--- src/design/pos_pkg.sv ---
`timescale 1ns / 1ps

package pos_pkg;

  localparam int CNT_W = 16;
  localparam logic [CNT_W-1:0] CNT_MAX = '1;

  localparam int CFG_IDX_W = 2;
  localparam logic [CFG_IDX_W-1:0] CFG_WARMUP     = 2'd0;
  localparam logic [CFG_IDX_W-1:0] CFG_PULSE      = 2'd1;
  localparam logic [CFG_IDX_W-1:0] CFG_LONG_PRESS = 2'd2;

  localparam logic [CNT_W-1:0] WARMUP_RST     = 16'd1000;
  localparam logic [CNT_W-1:0] PULSE_RST      = 16'd200;
  localparam logic [CNT_W-1:0] LONG_PRESS_RST = 16'd5000;

  localparam logic [7:0] CMD_ON       = 8'h00;
  localparam logic [7:0] CMD_SLEEP    = 8'h20;
  localparam logic [7:0] CMD_SHUTDOWN = 8'hFF;

  localparam logic [2:0] SYS_OFF          = 3'd0;
  localparam logic [2:0] SYS_BOOTING      = 3'd1;
  localparam logic [2:0] SYS_BOARD_ON     = 3'd2;
  localparam logic [2:0] SYS_ON           = 3'd3;
  localparam logic [2:0] SYS_SLEEPING     = 3'd4;
  localparam logic [2:0] SYS_SHUTTING_DN  = 3'd5;

  localparam logic [1:0] LED_DARK  = 2'd0;
  localparam logic [1:0] LED_FULL  = 2'd1;
  localparam logic [1:0] LED_PULSE = 2'd2;

  typedef enum logic [6:0] {
    ST_OFF         = 7'b0000001,
    ST_BOOTING     = 7'b0000010,
    ST_BOARD_ON    = 7'b0000100,
    ST_ON          = 7'b0001000,
    ST_SLEEPING    = 7'b0010000,
    ST_SHUTTING_DN = 7'b0100000,
    ST_BOARD_OFF   = 7'b1000000
  } mode_t;

  typedef struct packed {
    logic       tick_elapsed;
    logic       button_pressed;
    logic       rail_powered;
    logic       wake_event;
    logic       command_valid;
    logic [7:0] command_byte;
  } item_t;

  typedef struct packed {
    logic       atx_enable;
    logic       board_button;
    logic [2:0] system_state;
    logic [1:0] led_mode;
  } result_t;

  typedef struct packed {
    logic [CNT_W-1:0] warmup_ticks;
    logic [CNT_W-1:0] pulse_ticks;
    logic [CNT_W-1:0] long_press_ticks;
  } cfg_t;

  typedef struct packed {
    mode_t            mode;
    logic             press_handled;
    logic             last_pressed;
    logic [CNT_W-1:0] press_elapsed;
    logic             warmup_active;
    logic [CNT_W-1:0] warmup_elapsed;
    logic             pulse_active;
    logic [CNT_W-1:0] pulse_elapsed;
    logic             atx;
    logic             button_drive;
  } seq_state_t;

  function automatic logic [CNT_W-1:0] sat_inc(input logic [CNT_W-1:0] v);
    return (v == CNT_MAX) ? CNT_MAX : v + 1'b1;
  endfunction

  function automatic logic is_board_state(input mode_t m);
    return (m == ST_BOARD_ON) || (m == ST_ON) || (m == ST_SLEEPING) ||
           (m == ST_SHUTTING_DN);
  endfunction

endpackage

--- src/design/pos_cfg.sv ---
`timescale 1ns / 1ps

module pos_cfg
  import pos_pkg::*;
(
  input  logic                 clk,
  input  logic                 rst_n,
  input  logic                 wr_en,
  input  logic [CFG_IDX_W-1:0] wr_index,
  input  logic [CNT_W-1:0]     wr_data,
  output cfg_t                 cfg
);

  cfg_t cfg_r;

  always_ff @(posedge clk) begin
    if (!rst_n) begin
      cfg_r.warmup_ticks     <= WARMUP_RST;
      cfg_r.pulse_ticks      <= PULSE_RST;
      cfg_r.long_press_ticks <= LONG_PRESS_RST;
    end else if (wr_en) begin
      unique case (wr_index)
        CFG_WARMUP:     cfg_r.warmup_ticks     <= wr_data;
        CFG_PULSE:      cfg_r.pulse_ticks      <= wr_data;
        CFG_LONG_PRESS: cfg_r.long_press_ticks <= wr_data;
        default: ;
      endcase
    end
  end

  assign cfg = cfg_r;

endmodule

--- src/design/pos_step.sv ---
`timescale 1ns / 1ps

module pos_step
  import pos_pkg::*;
(
  input  seq_state_t st,
  input  item_t      item,
  input  cfg_t       cfg,
  output seq_state_t st_nxt,
  output result_t    res
);

  always_comb begin
    seq_state_t s;
    logic       passthrough;
    logic [1:0] led;
    logic [2:0] code;

    s = st;

    // timers advance on the tick
    if (item.tick_elapsed) begin
      if (s.warmup_active) s.warmup_elapsed = sat_inc(s.warmup_elapsed);
      if (s.pulse_active)  s.pulse_elapsed  = sat_inc(s.pulse_elapsed);
      if (s.last_pressed)  s.press_elapsed  = sat_inc(s.press_elapsed);
    end

    // wake
    if (item.wake_event && s.mode == ST_OFF) begin
      s.atx            = 1'b1;
      s.warmup_active  = 1'b1;
      s.warmup_elapsed = '0;
      s.mode           = ST_BOOTING;
    end

    // pulse end
    if (s.pulse_active && s.pulse_elapsed >= cfg.pulse_ticks) begin
      s.button_drive = 1'b0;
      s.pulse_active = 1'b0;
    end

    // warmup end
    if (s.warmup_active && s.warmup_elapsed >= cfg.warmup_ticks) begin
      s.pulse_active  = 1'b1;
      s.pulse_elapsed = '0;
      s.button_drive  = 1'b1;
      s.warmup_active = 1'b0;
    end

    // rail tracking
    if (!item.rail_powered && is_board_state(s.mode)) s.mode = ST_BOARD_OFF;
    if (item.rail_powered && s.mode == ST_BOOTING)    s.mode = ST_BOARD_ON;

    // button
    if (item.button_pressed != s.last_pressed) begin
      if (item.button_pressed) s.press_elapsed = '0;
      s.press_handled = 1'b0;
    end
    s.last_pressed = item.button_pressed;
    passthrough = !((s.mode == ST_OFF) || (s.mode == ST_BOOTING) ||
                    (s.mode == ST_BOARD_OFF));
    if (item.button_pressed && s.press_elapsed >= cfg.long_press_ticks) begin
      s.press_handled = 1'b1;
      s.button_drive  = 1'b0;
      s.pulse_active  = 1'b0;
      s.warmup_active = 1'b0;
      s.atx           = 1'b0;
      s.mode          = ST_OFF;
    end else if (!s.press_handled) begin
      if (!passthrough) begin
        if (s.mode == ST_OFF && item.button_pressed) begin
          s.atx            = 1'b1;
          s.warmup_active  = 1'b1;
          s.warmup_elapsed = '0;
          s.mode           = ST_BOOTING;
          s.press_handled  = 1'b1;
        end
      end else if (!s.pulse_active) begin
        s.button_drive = item.button_pressed;
      end
    end

    // serial command
    if (item.command_valid && is_board_state(s.mode)) begin
      unique case (item.command_byte)
        CMD_ON:       s.mode = ST_ON;
        CMD_SHUTDOWN: s.mode = ST_SHUTTING_DN;
        CMD_SLEEP:    s.mode = ST_SLEEPING;
        default: ;
      endcase
    end

    // led mode
    priority if (s.mode == ST_OFF) led = LED_DARK;
    else if (s.mode == ST_ON)      led = LED_FULL;
    else                           led = LED_PULSE;

    // final power-down
    if (s.mode == ST_BOARD_OFF) begin
      s.atx  = 1'b0;
      s.mode = ST_OFF;
    end

    unique case (s.mode)
      ST_OFF:         code = SYS_OFF;
      ST_BOOTING:     code = SYS_BOOTING;
      ST_BOARD_ON:    code = SYS_BOARD_ON;
      ST_ON:          code = SYS_ON;
      ST_SLEEPING:    code = SYS_SLEEPING;
      ST_SHUTTING_DN: code = SYS_SHUTTING_DN;
      default:        code = SYS_OFF;
    endcase

    st_nxt           = s;
    res.atx_enable   = s.atx;
    res.board_button = s.button_drive;
    res.system_state = code;
    res.led_mode     = led;
  end

endmodule

--- src/design/power_on_sequencer.sv ---
`timescale 1ns / 1ps

// Power-on sequencer: each request carries the millisecond tick, button and rail levels, a wake
// event and an optional serial command, and yields exactly one result with the ATX enable, the
// board button drive, the system state and the LED mode. A request is taken into an input
// register, the whole sequencing step runs as combinational logic against the state registers,
// and the result lands in an output register, so one request is taken every clock while the
// output register is free or out_ready is high; a stalled output holds the input register.
// Configuration registers (warmup, pulse and long-press tick counts) are written through the
// cfg port, which is always ready.

module power_on_sequencer
  import pos_pkg::*;
(
  input  logic                 clk,
  input  logic                 rst_n,
  input  logic                 in_valid,
  output logic                 in_ready,
  input  item_t                in_data,
  output logic                 out_valid,
  input  logic                 out_ready,
  output result_t              out_data,
  input  logic                 cfg_valid,
  output logic                 cfg_ready,
  input  logic [CFG_IDX_W-1:0] cfg_index,
  input  logic [CNT_W-1:0]     cfg_data
);

  item_t      in_data_r;
  logic       in_vld_r;
  result_t    out_data_r;
  logic       out_vld_r;
  seq_state_t st_r;
  seq_state_t st_nxt;
  result_t    res;
  cfg_t       cfg;
  logic       step_go;

  assign cfg_ready = 1'b1;

  pos_cfg u_cfg (
    .clk      (clk),
    .rst_n    (rst_n),
    .wr_en    (cfg_valid),
    .wr_index (cfg_index),
    .wr_data  (cfg_data),
    .cfg      (cfg)
  );

  pos_step u_step (
    .st     (st_r),
    .item   (in_data_r),
    .cfg    (cfg),
    .st_nxt (st_nxt),
    .res    (res)
  );

  assign step_go  = in_vld_r && (!out_vld_r || out_ready);
  assign in_ready = !in_vld_r || step_go;

  // input register
  always_ff @(posedge clk) begin
    if (!rst_n) begin
      in_vld_r <= 1'b0;
    end else if (in_valid && in_ready) begin
      in_vld_r <= 1'b1;
    end else if (step_go) begin
      in_vld_r <= 1'b0;
    end
  end

  always_ff @(posedge clk) begin
    if (in_valid && in_ready) begin
      in_data_r <= in_data;
    end
  end

  // sequencer state
  always_ff @(posedge clk) begin
    if (!rst_n) begin
      st_r.mode           <= ST_OFF;
      st_r.press_handled  <= 1'b0;
      st_r.last_pressed   <= 1'b0;
      st_r.press_elapsed  <= '0;
      st_r.warmup_active  <= 1'b0;
      st_r.warmup_elapsed <= '0;
      st_r.pulse_active   <= 1'b0;
      st_r.pulse_elapsed  <= '0;
      st_r.atx            <= 1'b0;
      st_r.button_drive   <= 1'b0;
    end else if (step_go) begin
      st_r <= st_nxt;
    end
  end

  // output register
  always_ff @(posedge clk) begin
    if (!rst_n) begin
      out_vld_r <= 1'b0;
    end else if (step_go) begin
      out_vld_r <= 1'b1;
    end else if (out_ready) begin
      out_vld_r <= 1'b0;
    end
  end

  always_ff @(posedge clk) begin
    if (step_go) begin
      out_data_r <= res;
    end
  end

  assign out_valid = out_vld_r;
  assign out_data  = out_data_r;

`ifndef SYNTHESIS
  a_mode_onehot: assert property (@(posedge clk) disable iff (!rst_n)
    $onehot(st_r.mode) && (st_r.mode != ST_BOARD_OFF))
    else $error("sequencer mode register corrupt or left in board off");

  a_off_no_atx: assert property (@(posedge clk) disable iff (!rst_n)
    out_vld_r && (out_data_r.system_state == SYS_OFF) |-> !out_data_r.atx_enable)
    else $error("atx enabled while reporting off");

  a_on_led_full: assert property (@(posedge clk) disable iff (!rst_n)
    out_vld_r && (out_data_r.system_state == SYS_ON) |-> (out_data_r.led_mode == LED_FULL))
    else $error("led mode not full while on");

  a_state_hold: assert property (@(posedge clk) disable iff (!rst_n)
    !step_go |=> $stable(st_r))
    else $error("state changed without a step");
`endif

endmodule

--- config.mk ---
export PLATFORM = sky130hd
export DESIGN_NAME = power_on_sequencer
export DESIGN_NICKNAME = d
export VERILOG_FILES = /design/src/design/pos_pkg.sv /design/src/design/pos_cfg.sv /design/src/design/pos_step.sv /design/src/design/power_on_sequencer.sv
export SDC_FILE = /design/constraint.sdc
export NUM_CORES = 1
export LEC_CHECK = 0
export ABC_AREA = 1
export BUFFER_PORTS_ARGS = -buffer_cell sky130_fd_sc_hd__buf_2
export CAP_MARGIN = 20
export CORE_MARGIN = 1
export CORE_UTILIZATION = 56
export DETAILED_ROUTE_END_ITERATION = 10
export PLACE_DENSITY = 0.77
export SLEW_MARGIN = 30
export SYNTH_ARGS = -nofsm -noshare
export SYNTH_HDL_FRONTEND = slang
export SYNTH_SLANG_ARGS = --single-unit
--- constraint.sdc ---
create_clock -name clk -period 3.7 [get_ports clk]
set_clock_uncertainty 0.2 [all_clocks]
set_input_delay 0.185 -clock clk [delete_from_list [all_inputs] [get_ports clk]]
set_output_delay 0.185 -clock clk [all_outputs]
set_load 0.03 [all_outputs]
==> flow_metrics.tcl <==
set metrics [dict create \
    status "finished, violations left" \
    violations "negative setup slack" \
    fin_cells 1500 \
    synth_top_area_share 0.282 \
    layout_worst_path_cycle_share 1.22 \
    leakagePower_nw 4.94 \
    synth_cell_types 48 \
    total_power_mw 3.98 \
    cts_tree "built" \
    holdCritStartpoint "cfg_index[1]" \
    r2r_start "st_r[37]" \
    die_height_um 121 \
    hold_class "in2reg" \
    dp_cells 1419 \
    tightest_slew_ns 0.822 \
    dr.pass1.iters 8 \
    whs_endpoint "u_cfg.cfg[39]" \
    yosys-top-cells-count "nand2_1, inv_1, a21oi_1, dfxtp_1, o21ai_0" \
    layout-drive-gt1-share 0.289 \
    viasPerCell 5.61 \
    drt_wl_total_um 24200 \
    grt_start_max_net_pins 54 \
    fin_ws_ns -0.806 \
    synth.area.top_cells "dfxtp_1, nand2_1, a21oi_1" \
    die_w_um 121 \
    regArea_mm2 0.00284 \
    dieArea_mm2 0.0145 \
    r2r_end "out_data[6]" \
    final-setup-viol-count 32 \
    dpl.hpwl_um 14400 \
    max_stage_delay_ns 0.35 \
    ys_async_sr_fraction 0 \
    seq_area_frac_synth 0.358 \
    overflow 0 \
    syn_nets 1212 \
    area_growth_pct 36.7 \
    power_density_mw_per_mm2 370 \
    max_freq_mhz 222 \
    reg2regPathDepth 31 \
    numCtsBuffers 17 \
    tns_ns -10.86 \
    path_max_fanout 5 \
    clock_latency_ns 0.42 \
    drv_slew 0 \
    grt_pass1_wl_um 35500 \
    cts_buffer_depth 2 \
    multi_input_area_mm2 0.00494 \
    layout_min_cycle_time_ns 4.51 \
    synth-warning-count 0 \
    via_count 8421 \
    num-nets-final 1400 \
    peakVddDrop_uv 411 \
    dr.first_iter.drc_count 710 \
    synth.most_common_cell "nand2_1" \
    synthCells 1125 \
    end_kind "flip-flop" \
    grt_usage 0.309 \
    fill_cells 856 \
    routabilityCongestion 0.957 \
    critPathLaunchType "flip-flop" \
    io_pins 46 \
    hold_violations 0 \
    syn_area_per_cell_um2 7.00 \
    synth-edff-count 20 \
    initial_core_util 0.585 \
    holdPathStages 4 \
    port_buffers 44 \
    syn-cell-area_mm2 0.00788 \
    pre_cts_slack_ns -0.544 \
    crit_required_ns 3.68 \
    ff2ff_setup_slack_ns -0.81 \
    cts_root_buffer "clkbuf_16" \
    drc 0 \
    worstPathArrival_ns 4.49 \
    wl_per_cell_um 16.1 \
    grt_pass1_vias 7814 \
    h-tree-depth 4 \
    crit_slowest_cell "dfxtp_2" \
    synth_ff_type "dfxtp_1" \
    cts_sinks 131 \
    synth_seq_cells 131 \
    antenna_found_initial 0 \
    rows 42 \
    clkTransAtPathRegs_ns 0.06 \
    rsz0062_at_grt "true" \
    synth_top_area_cell "dfxtp_1" \
    criticalPathCategory "reg2reg" \
    cap_viol_max_count 0 \
    ant_nets 0 \
    core_mm2 0.0135 \
    n_antenna_cell 0 \
    slew_headroom 0.450 \
]
-- state kept, by name, indices dropped and copies added (netlist names) --
signal and count:
st_r 61, u_cfg.cfg 48, in_data_r 13, out_data 7, in_vld_r 1, out_valid 1
-- critical path: cells and delay by family (launching register included) --
family	cells	cell delay, ns
AOI/OAI and AO/OA	1	0.11
and+or+nand+nor	21	2.51
buffers and inverters	6	0.41
adders and majority gates	2	0.41
DFF	1	0.35
xor gates and xnor gates	1	0.23
-- final cells by class --
| cell class | instances | area share |
|---|---|---|
| Multi-Input combinational cell | 782 | 0.459 |
| Sequential cell | 131 | 0.263 |
| Inverter | 179 | 0.0628 |
| Clock inverter | 5 | 0.00720 |
| Tap cell | 176 | 0.0204 |
| Timing Repair Buffer | 202 | 0.141 |
| Clock buffer | 25 | 0.0460 |
-- placed cells by master (no fill, tap or decap), drive strengths merged, types with 3 or more instances in the layout --
cell type	count
inv	177
clkbuf	25
clkinv	4
buf	170
nand3	62
nand4	15
edfxtp	20
o21ai	102
ha	51
xor2	10
a21oi	129
nor3	29
dlygate4sd3	32
a31oi	5
o22ai	3
xnor2	5
o211ai	16
nor4	3
nand2	255
nor2	76
or2	4
dfxtp	111
-- worst max-delay path by stage --
stage                   from          end  depth (start not counted)
CTS                 st_r[36]  out_data[6]                         31
detailed placement  st_r[36]  out_data[1]                         36
floorplan           st_r[36]  out_data[1]                         36
global route        st_r[38]  out_data[6]                         30
global placement    st_r[36]  out_data[1]                         32
finish              st_r[37]  out_data[6]                         31
-- layer usage --
metal	vias up	track usage	routed length (um)
li1	4101	-	-
met3	85	0.0604	1510
met5	-	0	0
met4	0	0.120	870
met1	3917	0.373	9360
met2	318	0.539	12400
-- what timing repair did --
action                                  in CTS  in global routing
setup buffers                                6                 11
gates resized for setup                     32                155
hold buffers                                32                  0
endpoints found under the hold margin       63                  0
pin swaps                                   21                 50
cloned                                       2                  0
endpoints found under the setup margin      48                 51
-- power by group --
| part | switching [mW] | internal [mW] |
|---|---|---|
| registers | 0.0336 | 1.52 |
| clock network | 0.605 | 1.05 |
| logic | 0.471 | 0.302 |
-- kinds of logic (layout without fill, tap and decap cells) --
group,Yosys count,count (layout),share of synthesized area
and+or+nand+nor,447,449,0.259
AOI/OAI and AO/OA,266,266,0.180
buffers and inverters,214,411,0.104
DFF,131,131,0.358
adders and majority gates,51,51,0.0810
xor gates and xnor gates,15,15,0.0167
other,1,1,0.000476
-- stage by stage --
stage               hold WS (ns)  utilization  cell area (um2)
floorplan                 0.0839            -             7930
global placement           0.161        0.672             9040
detailed placement         0.163        0.672             9040
CTS                       0.0601        0.751            10100
global route               0.104        0.801            10800
finish                    0.0734        0.801            10800
(Power assumes the default switching activity.)
